### config.mk
export PLATFORM = sky130hd
export DESIGN_NAME = gpc_rsp_queue
export DESIGN_NICKNAME = d
export VERILOG_FILES = /design/src/rtl/core/gpc_pkg.sv /design/src/rtl/core/gpc_rsp_queue.sv
export SDC_FILE = /design/constraint.sdc
export NUM_CORES = 1
export LEC_CHECK = 0
export ABC_AREA = 1
export BUFFER_PORTS_ARGS = -buffer_cell sky130_fd_sc_hd__buf_2
export CORE_MARGIN = 2
export CORE_UTILIZATION = 25
export CTS_CLUSTER_SIZE = 12
export DETAILED_ROUTE_END_ITERATION = 6
export PLACE_DENSITY = 0.49
export SLEW_MARGIN = 20
export SYNTH_ARGS = -nofsm -noshare
export SYNTH_HDL_FRONTEND = slang
export SYNTH_SLANG_ARGS = --single-unit
### constraint.sdc
create_clock -name clock -period 13.1 [get_ports clock]
set_clock_uncertainty 0.05 [all_clocks]
set_input_delay 1.31 -clock clock [delete_from_list [all_inputs] [get_ports clock]]
set_output_delay 1.31 -clock clock [all_outputs]
set_load 0.05 [all_outputs]
### src/rtl/core/gpc_pkg.sv
// ----------------------------------------------------------------------------
// gpc_pkg
// Shared constants, types and modular arithmetic for the grid path counter.
// ----------------------------------------------------------------------------
package gpc_pkg;

   localparam int unsigned MAX_COLS = 1024;
   localparam int unsigned MAX_ROWS = 1024;

   localparam int unsigned COL_W   = $clog2(MAX_COLS);
   localparam int unsigned ROW_W   = $clog2(MAX_ROWS);
   localparam int unsigned DIM_W   = 11;
   localparam int unsigned LABEL_W = 32;
   localparam int unsigned CNT_W   = 30;
   localparam int unsigned CSR_W   = 32;
   localparam int unsigned CSR_IDX_W = 2;

   localparam logic [CNT_W-1:0] PRIME_MOD = CNT_W'(998244353);

   localparam logic [DIM_W-1:0] MAX_COLS_DIM = DIM_W'(MAX_COLS);
   localparam logic [DIM_W-1:0] MAX_ROWS_DIM = DIM_W'(MAX_ROWS);

   typedef enum logic [CSR_IDX_W-1:0] {
      CSR_GRID_ROWS    = 2'd0,
      CSR_GRID_COLS    = 2'd1,
      CSR_MARKED_VALUE = 2'd2
   } csr_index_type;

   // path counts of one cell: all paths and paths that avoid marked cells
   typedef struct packed {
      logic [CNT_W-1:0] total;
      logic [CNT_W-1:0] avoid;
   } counts_type;

   function automatic logic [CNT_W-1:0] mod_add(input logic [CNT_W-1:0] a,
                                                input logic [CNT_W-1:0] b);
      logic [CNT_W:0] s;
      s = {1'b0, a} + {1'b0, b};
      if (s >= {1'b0, PRIME_MOD}) begin
         s = s - {1'b0, PRIME_MOD};
      end
      return s[CNT_W-1:0];
   endfunction

   function automatic logic [DIM_W-1:0] clamp_dim(input logic [DIM_W-1:0] v,
                                                  input logic [DIM_W-1:0] maxv);
      logic [DIM_W-1:0] r;
      r = v;
      if (v == '0) begin
         r = DIM_W'(1);
      end else if (v > maxv) begin
         r = maxv;
      end
      return r;
   endfunction

endpackage

### src/rtl/core/gpc_rsp_queue.sv
// ----------------------------------------------------------------------------
// gpc_rsp_queue
// Two-entry result queue; forms the through-marked count on the way out.
// ----------------------------------------------------------------------------
module gpc_rsp_queue (
   input  logic                  clock,
   input  logic                  reset,
   input  logic                  push,
   input  gpc_pkg::counts_type   push_item,
   output logic [1:0]            count,
   output logic                  pop,
   output logic                  rsp_tvalid,
   input  logic                  rsp_tready,
   output logic [63:0]           rsp_tdata   // [29:0] paths_through_marked,
                                             // [59:30] paths_avoiding_marked
);

   gpc_pkg::counts_type slot_ff [2];
   logic       wr_ptr_ff, wr_ptr_in;
   logic       rd_ptr_ff, rd_ptr_in;
   logic [1:0] count_ff,  count_in;

   gpc_pkg::counts_type     head;
   logic [gpc_pkg::CNT_W-1:0] through;

   assign head       = slot_ff[rd_ptr_ff];
   assign rsp_tvalid = (count_ff != 2'd0);
   assign pop        = rsp_tvalid && rsp_tready;
   assign count      = count_ff;

   // total - avoid, kept in range by adding the prime first
   assign through = gpc_pkg::mod_add(head.total, gpc_pkg::PRIME_MOD - head.avoid);
   assign rsp_tdata = {4'd0, head.avoid, through};

   always_comb begin
      wr_ptr_in = push ? ~wr_ptr_ff : wr_ptr_ff;
      rd_ptr_in = pop  ? ~rd_ptr_ff : rd_ptr_ff;
      count_in  = count_ff + {1'b0, push} - {1'b0, pop};
   end

   always_ff @(posedge clock) begin
      if (reset) begin
         wr_ptr_ff <= 1'b0;
         rd_ptr_ff <= 1'b0;
         count_ff  <= 2'd0;
      end else begin
         wr_ptr_ff <= wr_ptr_in;
         rd_ptr_ff <= rd_ptr_in;
         count_ff  <= count_in;
      end
   end

   always_ff @(posedge clock) begin
      if (push) begin
         slot_ff[wr_ptr_ff] <= push_item;
      end
   end

   assert property (@(posedge clock) disable iff (reset)
      count_ff <= 2'd2)
      else $error("result queue overfilled");

   assert property (@(posedge clock) disable iff (reset)
      push && !pop |-> count_ff != 2'd2)
      else $error("result pushed into full queue");

   assert property (@(posedge clock) disable iff (reset)
      (push && !pop) |=> count_ff == $past(count_ff) + 2'd1)
      else $error("queue count lost a push");

endmodule

==> results of run 1 <==
[metal layers]
layer | share of wire (%) | wire [um]
met5 | 0 | 0
met4 | 1.1 | 279
met3 | 5.0 | 1260
met2 | 42 | 10600
met1 | 52 | 13200
[sequential cells by signal, summed over array words and instances (netlist names), named ones only]
| register | cells |
|---|---|
| slot_ff | 120 |
| count | 2 |
| rd_ptr_ff | 1 |
| wr_ptr_ff | 1 |
[worst max path at each step]
stage / to / slack (ns) / depth (start not counted)
3_5_place_dp: rsp_tdata[20] / 5.50 / 28
6_report: rsp_tdata[1] / 5.18 / 29
3_3_place_gp: rsp_tdata[29] / 5.59 / 28
5_1_grt: rsp_tdata[13] / 4.27 / 27
4_1_cts: rsp_tdata[20] / 5.01 / 28
2_1_floorplan: rsp_tdata[6] / 6.41 / 26
[placed cells by master, fill, tap and decap left out, types with 17 or more instances in the layout]
cell | netlist | routed
inv_1 | 202 | 201
edfxtp_1 | 120 | 120
xor2_1 | 44 | 44
mux2_2 | 33 | 33
o21ai_2 | 19 | 19
nand2_1 | 381 | 381
a21oi_1 | 19 | 19
buf_2 | 1 | 127
nor2_1 | 88 | 87
nand3_1 | 71 | 71
nand4_1 | 24 | 24
clkbuf_16 | 0 | 17
ha_1 | 35 | 35
[cell families (layout without fill, tap and decap cells)]
logic type	Yosys count	count (layout)	share of synthesized area, %
simple gates	636	636	30.7
buf+inv	227	371	10.0
flops	125	125	40.0
compound gates	74	74	5.27
xor+xnor	47	47	4.45
mux	38	38	4.56
fa+ha+maj	36	36	4.95
other cells	1	4	0.0405
[per-stage QoR]
step / utilization, % / cell area [um^2] / setup slack (ns) / hold slack (ns) / std cells
floorplan: - / 9260 / 6.41 / 0.404 / 1187
global placement: 28.4 / 10400 / 5.59 / 0.421 / 1767
detailed placement: 28.4 / 10400 / 5.50 / 0.424 / 1767
CTS: 30.0 / 10900 / 5.01 / 0.431 / 1799
global route: 30.0 / 10900 / 4.27 / 0.453 / 1799
finish: 30.0 / 10900 / 5.18 / 0.425 / 1799
[Yosys cell counts (6+ instances only)]
master      n
a21oi_1    19
buf_4       6
buf_6       7
edfxtp_1  120
ha_1       35
inv_1     202
inv_2       6
mux2_2     33
nand2_1   381
nand2_2    15
nand3_1    71
nand4_1    24
nor2_1     88
nor2_2     12
nor3_1     13
o21ai_0    15
o21ai_1    10
o21ai_2    19
xor2_1     44
[cell type report]
cell class	instances	area share, %
Tap cell	468	5.35
Sequential cell	125	33.9
Clock inverter	14	1.30
Inverter	209	7.17
Clock buffer	18	3.92
Multi-Input combinational cell	835	42.4
Timing Repair Buffer	130	6.01
[worst max-delay path: cells and delay by family (launching register included)]
family / cells / cell delay (ns)
DFF: 1 / 0.59
buffers and inverters: 2 / 0.94
AOI/OAI and AO/OA: 4 / 0.80
and+or+nand+nor: 21 / 3.24
adders and majority gates: 1 / 0.31
xor gates and xnor gates: 1 / 0.18
==> metrics.cfg, run 1 <==
[hold_path]
hold_path.class = register to register
min_from = rd_ptr_ff
min_path_cells = 2

[drt]
viasPerCell = 4.23
wl_per_cell_um = 14.1
routed_wirelength_um = 25300
vias = 7618
first_iter_violations = 401
ant_nets = 0
drc = 0
drt_pass1_iterations = 5

[yosys]
avgSynthCellArea_um2 = 7.81
synth_edf_count = 120
synth_seq_cells = 125
ys_async_sr_fraction_pct = 0
synth-seq-area-share_pct = 40.0
synthFlopType = edfxtp_1
netlist.area_leader.share_pct = 39.0
syn_area_um2 = 9250
synth_cells = 1184
ys_warn_count = 0
synthTopCellsByArea = edfxtp_1 39%, nand2_1 15%, inv_1 8.2%, ha_1 4.7%, xor2_1 4.2%
yosysTopAreaCell = edfxtp_1
ys_types = 47

[cts]
cts_sinks = 125
postCtsSetupBuffers = 0
cts_htree_levels = 4
cts_buffers = 17
cts_root_buffer = clkbuf_16
clk_pin_slew_ns = 0.06
insertion_delay_ns = 0.42
cts_resized = 0
tritoncts = yes
ctsHoldBuffers = 0
cts.path.max_buffers = 2

[layout]
final_nets = 1418
fillers = 3952
drive_gt1_share_pct = 20.4
seq_area_um2 = 3700
multi_input_area_um2 = 4640
diodes = 0
syn_to_final_growth_pct = 18.3

[setup_path]
worstPathArrival_ns = 6.56
critPathRequiredTime_ns = 11.74
r2r-start = wr_ptr_ff
startpoint_type = register
ff2ff_setup_slack_ns = 11.24
worstSetupPathType = register to output port
crit_slowest_cell = buf_4
crit_fanout = 63
crit_path_max_incr_delay_ns = 0.65
end_kind = output port
rr_worst_depth = 3
cpMostUsedCell = nand2_1
r2r_end = slot_ff[1][57]

[die]
ioPinCount = 132
die_h_um = 196
rows = 70
die_width_um = 196
start_util_pct = 25.3
core_um2 = 36500
die-area_um2 = 38600

[timing]
period_needed_ns = 7.92
final_max_slew_viol_count = 0
setup_viol = 0
period_share_pct = 60.4
tns_ns = 0
hold_violations = 0
tightest_slew_ns = 0.885
rsz0062_at_grt = false
slew_headroom_pct = 41.0
max_freq_ghz = 0.126

[place]
gp_congestion = 0.805
port_buffers = 127
dp_hpwl_um = 20700

[grt]
antenna_found_initial = 0
grt_max_degree = 64
grt_util_all_layers_pct = 13.4
use_met3_pct = 2.98
globalRouteMet1Util_pct = 19.4
gr-usage-met2_pct = 20.0
grt_remaining_overflow = 0
grt-busiest-layer = met2
grt_pass1_vias = 7193
grt_pass1_wl_um = 39500

[run]
max-cap-violations = 0

[status]
status = finished, final reports clean

Power of run 1 is not shown: default switching activity piles up to over one toggle a cycle in this logic, so the estimate is an artifact.
==> run 2: changes to the inputs <==
==> constraint.sdc (replaced) <==
create_clock -name clock -period 8.2 [get_ports clock]
set_clock_uncertainty 0.05 [all_clocks]
set_input_delay 0.82 -clock clock [delete_from_list [all_inputs] [get_ports clock]]
set_output_delay 0.82 -clock clock [all_outputs]
set_load 0.05 [all_outputs]
==> metrics.cfg, run 2 (synthesis results as in run 1) <==
[setup_path]
critPathRequiredTime_ns = 7.33
startpoint_type = register
crit_fanout = 60
ff2ff_setup_slack_ns = 6.38
worstPathArrival_ns = 6.53
end_kind = output port
worstSetupPathType = register to output port

[timing]
period_share_pct = 90.2
slew_headroom_pct = 43.5
tightest_slew_ns = 0.848
tns_ns = 0
final_max_slew_viol_count = 0
hold_violations = 0
period_needed_ns = 7.40
rsz0062_at_grt = false
max_freq_ghz = 0.135
setup_viol = 0

[die]
rows = 70
start_util_pct = 25.3
core_um2 = 36500
die_width_um = 196
die-area_um2 = 38600
die_h_um = 196
ioPinCount = 132

[drt]
wl_per_cell_um = 13.8
first_iter_violations = 394
viasPerCell = 4.25
ant_nets = 0
drc = 0
vias = 7652
drt_pass1_iterations = 5
routed_wirelength_um = 24800

[layout]
diodes = 0
final_common_cell = nand2_1
largest_reg_flops = 120
regMostFlops = slot_ff
final_cell_mix = 381 x nand2_1, 201 x inv_1, 127 x buf_2, 120 x edfxtp_1, 87 x nor2_1
syn_to_final_growth_pct = 18.3
final_nets = 1418
drive_gt1_share_pct = 20.6

[cts]
cts_buffers = 17
cts_resized = 0
insertion_delay_ns = 0.41
postCtsSetupBuffers = 0
cts_htree_levels = 4
tritoncts = yes
clk_pin_slew_ns = 0.06
cts_sinks = 125
cts_root_buffer = clkbuf_16
cts.path.max_buffers = 2
ctsHoldBuffers = 0

[run]
max-cap-violations = 0

[place]
dp_hpwl_um = 20200
port_buffers = 127
gp_congestion = 0.841

[status]
status = finished, final reports clean

[grt]
grt_max_degree = 61
grt_remaining_overflow = 0
grt_util_all_layers_pct = 12.9
antenna_found_initial = 1
grt_pass1_vias = 7207
grt_pass1_wl_um = 38500

[hold_path]
hold_path.class = register to register

==> run 2: cell count changes in the layout (fill, tap and decap cells not counted), sizes merged <==
cell / before / now
bufinv: 2 / 1
inv: 211 / 217
clkinv: 9 / 4
clkinvlp: 1 / 2
clkbuf: 18 / 17
==> run 2: final cells by class <==
| cell class | count | area, um^2 |
|---|---|---|
| timing repair buffer | 130 | 658 |
| sequential | 125 | 3700 |
| clock buffer | 17 | 425 |
| fill | 3940 | 25600 |
| multi-input combinational | 835 | 4640 |
| inverter | 209 | 785 |
| clock inverter | 15 | 149 |
| tap | 468 | 586 |
==> run 2: metal layers <==
metal	GRT usage [%]	routed length (um)
met1	18.5	12700
met2	19.9	10600
met3	2.57	1230
met4	3.34	267
met5	0	0
==> run 2: final timing paths <==
check,from,endpoint,cells after the start
worst max register to register,count[1],count[1],9
worst min register to register,rd_ptr_ff,rd_ptr_ff,2
worst max-delay path,register,rsp_tdata[2],26
worst min-delay path,rd_ptr_ff,rd_ptr_ff,2
==> run 2: metrics by stage <==
stage | setup WS (ns) | std cells | hold WS [ns] | area (um^2) | utilization [%]
global placement | 1.20 | 1767 | 0.421 | 10400 | 28.4
CTS | 0.670 | 1799 | 0.448 | 10900 | 30.0
detailed placement | 1.12 | 1767 | 0.439 | 10400 | 28.4
finish | 0.805 | 1799 | 0.454 | 10900 | 30.0
global route | 0.0888 | 1799 | 0.502 | 10900 | 30.0
floorplan | 2.00 | 1187 | 0.404 | 9260 | -
==> run 2: critical path, stage by stage (launching register included) <==
cell	delay, ns
dfxtp_2	0.63
buf_4	0.63
nand2_1	0.10
o21ai_1	0.18
inv_1	0.12
nor2_1	0.15
nand3_1	0.18
nor4_4	0.34
inv_1	0.07
nor2_1	0.16
nand2_1	0.13
o21ai_1	0.16
xor2_1	0.10
ha_1	0.40
nand2_1	0.15
nor2_1	0.17
inv_1	0.08
nor3_1	0.21
and2_1	0.19
nand2_1	0.08
nand2_1	0.07
nand2_1	0.05
and2_1	0.18
a31oi_4	0.33
nand3_4	0.53
o21ai_2	0.35
buf_2	0.30
Power of run 2 is left out for the same reason.
==> run 3: changes to the inputs <==
--- a/config.mk
+++ b/config.mk
@@ -8,10 +8,10 @@
 export ABC_AREA = 1
 export BUFFER_PORTS_ARGS = -buffer_cell sky130_fd_sc_hd__buf_2
 export CORE_MARGIN = 2
-export CORE_UTILIZATION = 25
+export CORE_UTILIZATION = 59
 export CTS_CLUSTER_SIZE = 12
 export DETAILED_ROUTE_END_ITERATION = 6
-export PLACE_DENSITY = 0.49
+export PLACE_DENSITY_LB_ADDON = 0.1
 export SLEW_MARGIN = 20
 export SYNTH_ARGS = -nofsm -noshare
 export SYNTH_HDL_FRONTEND = slang
==> metrics.cfg, run 3 (synthesis results as in run 1) <==
[status]
status = finished, final reports clean

[layout]
largest_reg_flops = 120
regMostFlops = slot_ff
final_nets = 1418
final_common_cell = nand2_1
multi_input_area_um2 = 4640
fillers = 1270
drive_gt1_share_pct = 20.4
final_cell_mix = 381 x nand2_1, 201 x inv_1, 127 x buf_2, 120 x edfxtp_1, 87 x nor2_1
diodes = 0
seq_area_um2 = 3710
syn_to_final_growth_pct = 14.6

[timing]
max_freq_ghz = 0.136
tns_ns = 0
period_share_pct = 89.5
setup_viol = 0
tightest_slew_ns = 0.757
slew_headroom_pct = 49.4
rsz0062_at_grt = false
final_max_slew_viol_count = 0
finalWorstSetupSlack_ns = 0.858
period_needed_ns = 7.34
hold_violations = 0

[run]
max-cap-violations = 0

[drt]
drt_pass1_iterations = 5
viasPerCell = 5.09
wl_per_cell_um = 13.5
routed_wirelength_um = 20900
first_iter_violations = 465
ant_nets = 0
drc = 0
vias = 7842

[cts]
cts_buffers = 17
tritoncts = yes
cts_htree_levels = 4
cts_sinks = 125
clk_pin_slew_ns = 0.06
cts_root_buffer = clkbuf_16
cts.path.max_buffers = 2
insertion_delay_ns = 0.40

[die]
die-area_um2 = 16700
ioPinCount = 132
die_h_um = 129
die_width_um = 129
rows = 45
start_util_pct = 60.6
core_um2 = 15300

[setup_path]
rr_worst_depth = 2
crit_fanout = 51
startpoint_type = register
worstPathArrival_ns = 6.47
worstSetupPathType = register to output port
r2r-start = wr_ptr_ff
critPathRequiredTime_ns = 7.33
end_kind = output port
ff2ff_setup_slack_ns = 6.27
r2r_end = slot_ff[0][48]

[grt]
grt_pass1_vias = 7194
grt_util_all_layers_pct = 25.9
grt_pass1_wl_um = 33700
grt_max_degree = 52
antenna_found_initial = 0
grt_remaining_overflow = 0

[hold_path]
hold_path.class = register to register
min_path_cells = 2
min_from = rd_ptr_ff

[place]
gp_congestion = 0.893
dp_hpwl_um = 16400
port_buffers = 127
post-place-ws_ns = 1.12

run 3: cell count changes in the layout (fill, tap and decap cells not counted):
cell	before	now
clkinvlp_4	2	3
clkbuf_1	0	1
inv_6	8	3
clkinv_1	1	3
inv_8	1	0
dfxtp_2	1	0
clkinv_2	1	3
dfxtp_4	0	1
run 3: cell type report:
class | instances | share of cell area, %
clock buffer | 18 | 4.05
clock inverter | 14 | 1.12
inverter | 209 | 7.40
multi-input combinational | 835 | 43.8
sequential | 125 | 35.0
tap | 211 | 2.49
timing repair buffer | 130 | 6.21
run 3: how the worst max path moves through the flow:
stage	from	to	slack (ns)	depth (start not counted)
floorplan	register	rsp_tdata[6]	2.00	26
global placement	register	rsp_tdata[3]	1.34	27
detailed placement	register	rsp_tdata[12]	1.12	27
CTS	register	rsp_tdata[12]	0.59	27
global route	register	rsp_tdata[3]	0.21	27
finish	register	rsp_tdata[12]	0.86	27
run 3: repair_timing:
item / CTS / global route
setup endpoints to repair: 0 / 13
setup buffers: 0 / 0
gates resized for setup: 0 / 1
hold buffers: 0 / 0
run 3: layer usage:
layer  global-route usage (%)  share of wire, %  vias to the layer above
met5                        0                 0                        -
met4                     9.59               2.1                        0
met3                     3.80               4.6                       28
met2                     42.6                47                      225
met1                     35.0                47                     3531
li1                         -                 -                     4058
run 3: per-stage QoR:
step	instances	area [um^2]	util (%)	hold WS, ns
finish	1542	10600	69.5	0.426
global route	1542	10600	69.5	0.460
CTS	1542	10600	69.5	0.430
detailed placement	1510	10000	65.9	0.419
global placement	1510	10000	65.9	0.414
floorplan	1187	9260	-	0.404
run 3: critical path, stage by stage (launching register included):
cell	delay (ns)
dfxtp_4	0.60
buf_4	0.54
o21ai_0	0.34
nor2_1	0.21
nand2_1	0.09
nor2_1	0.13
nand2_1	0.10
nor2_1	0.16
nand3_1	0.11
nor3_1	0.23
nand3_1	0.13
nand3_1	0.10
xor2_1	0.25
ha_1	0.34
nand2_1	0.15
inv_1	0.05
a21oi_1	0.19
a21boi_0	0.32
nand3_1	0.11
nand2_1	0.07
nand2_1	0.17
nor2_1	0.23
and2_1	0.22
nand3_4	0.15
nand3_4	0.49
nand2_1	0.15
o21ai_2	0.08
buf_2	0.29
Power of run 3 is left out for the same reason.
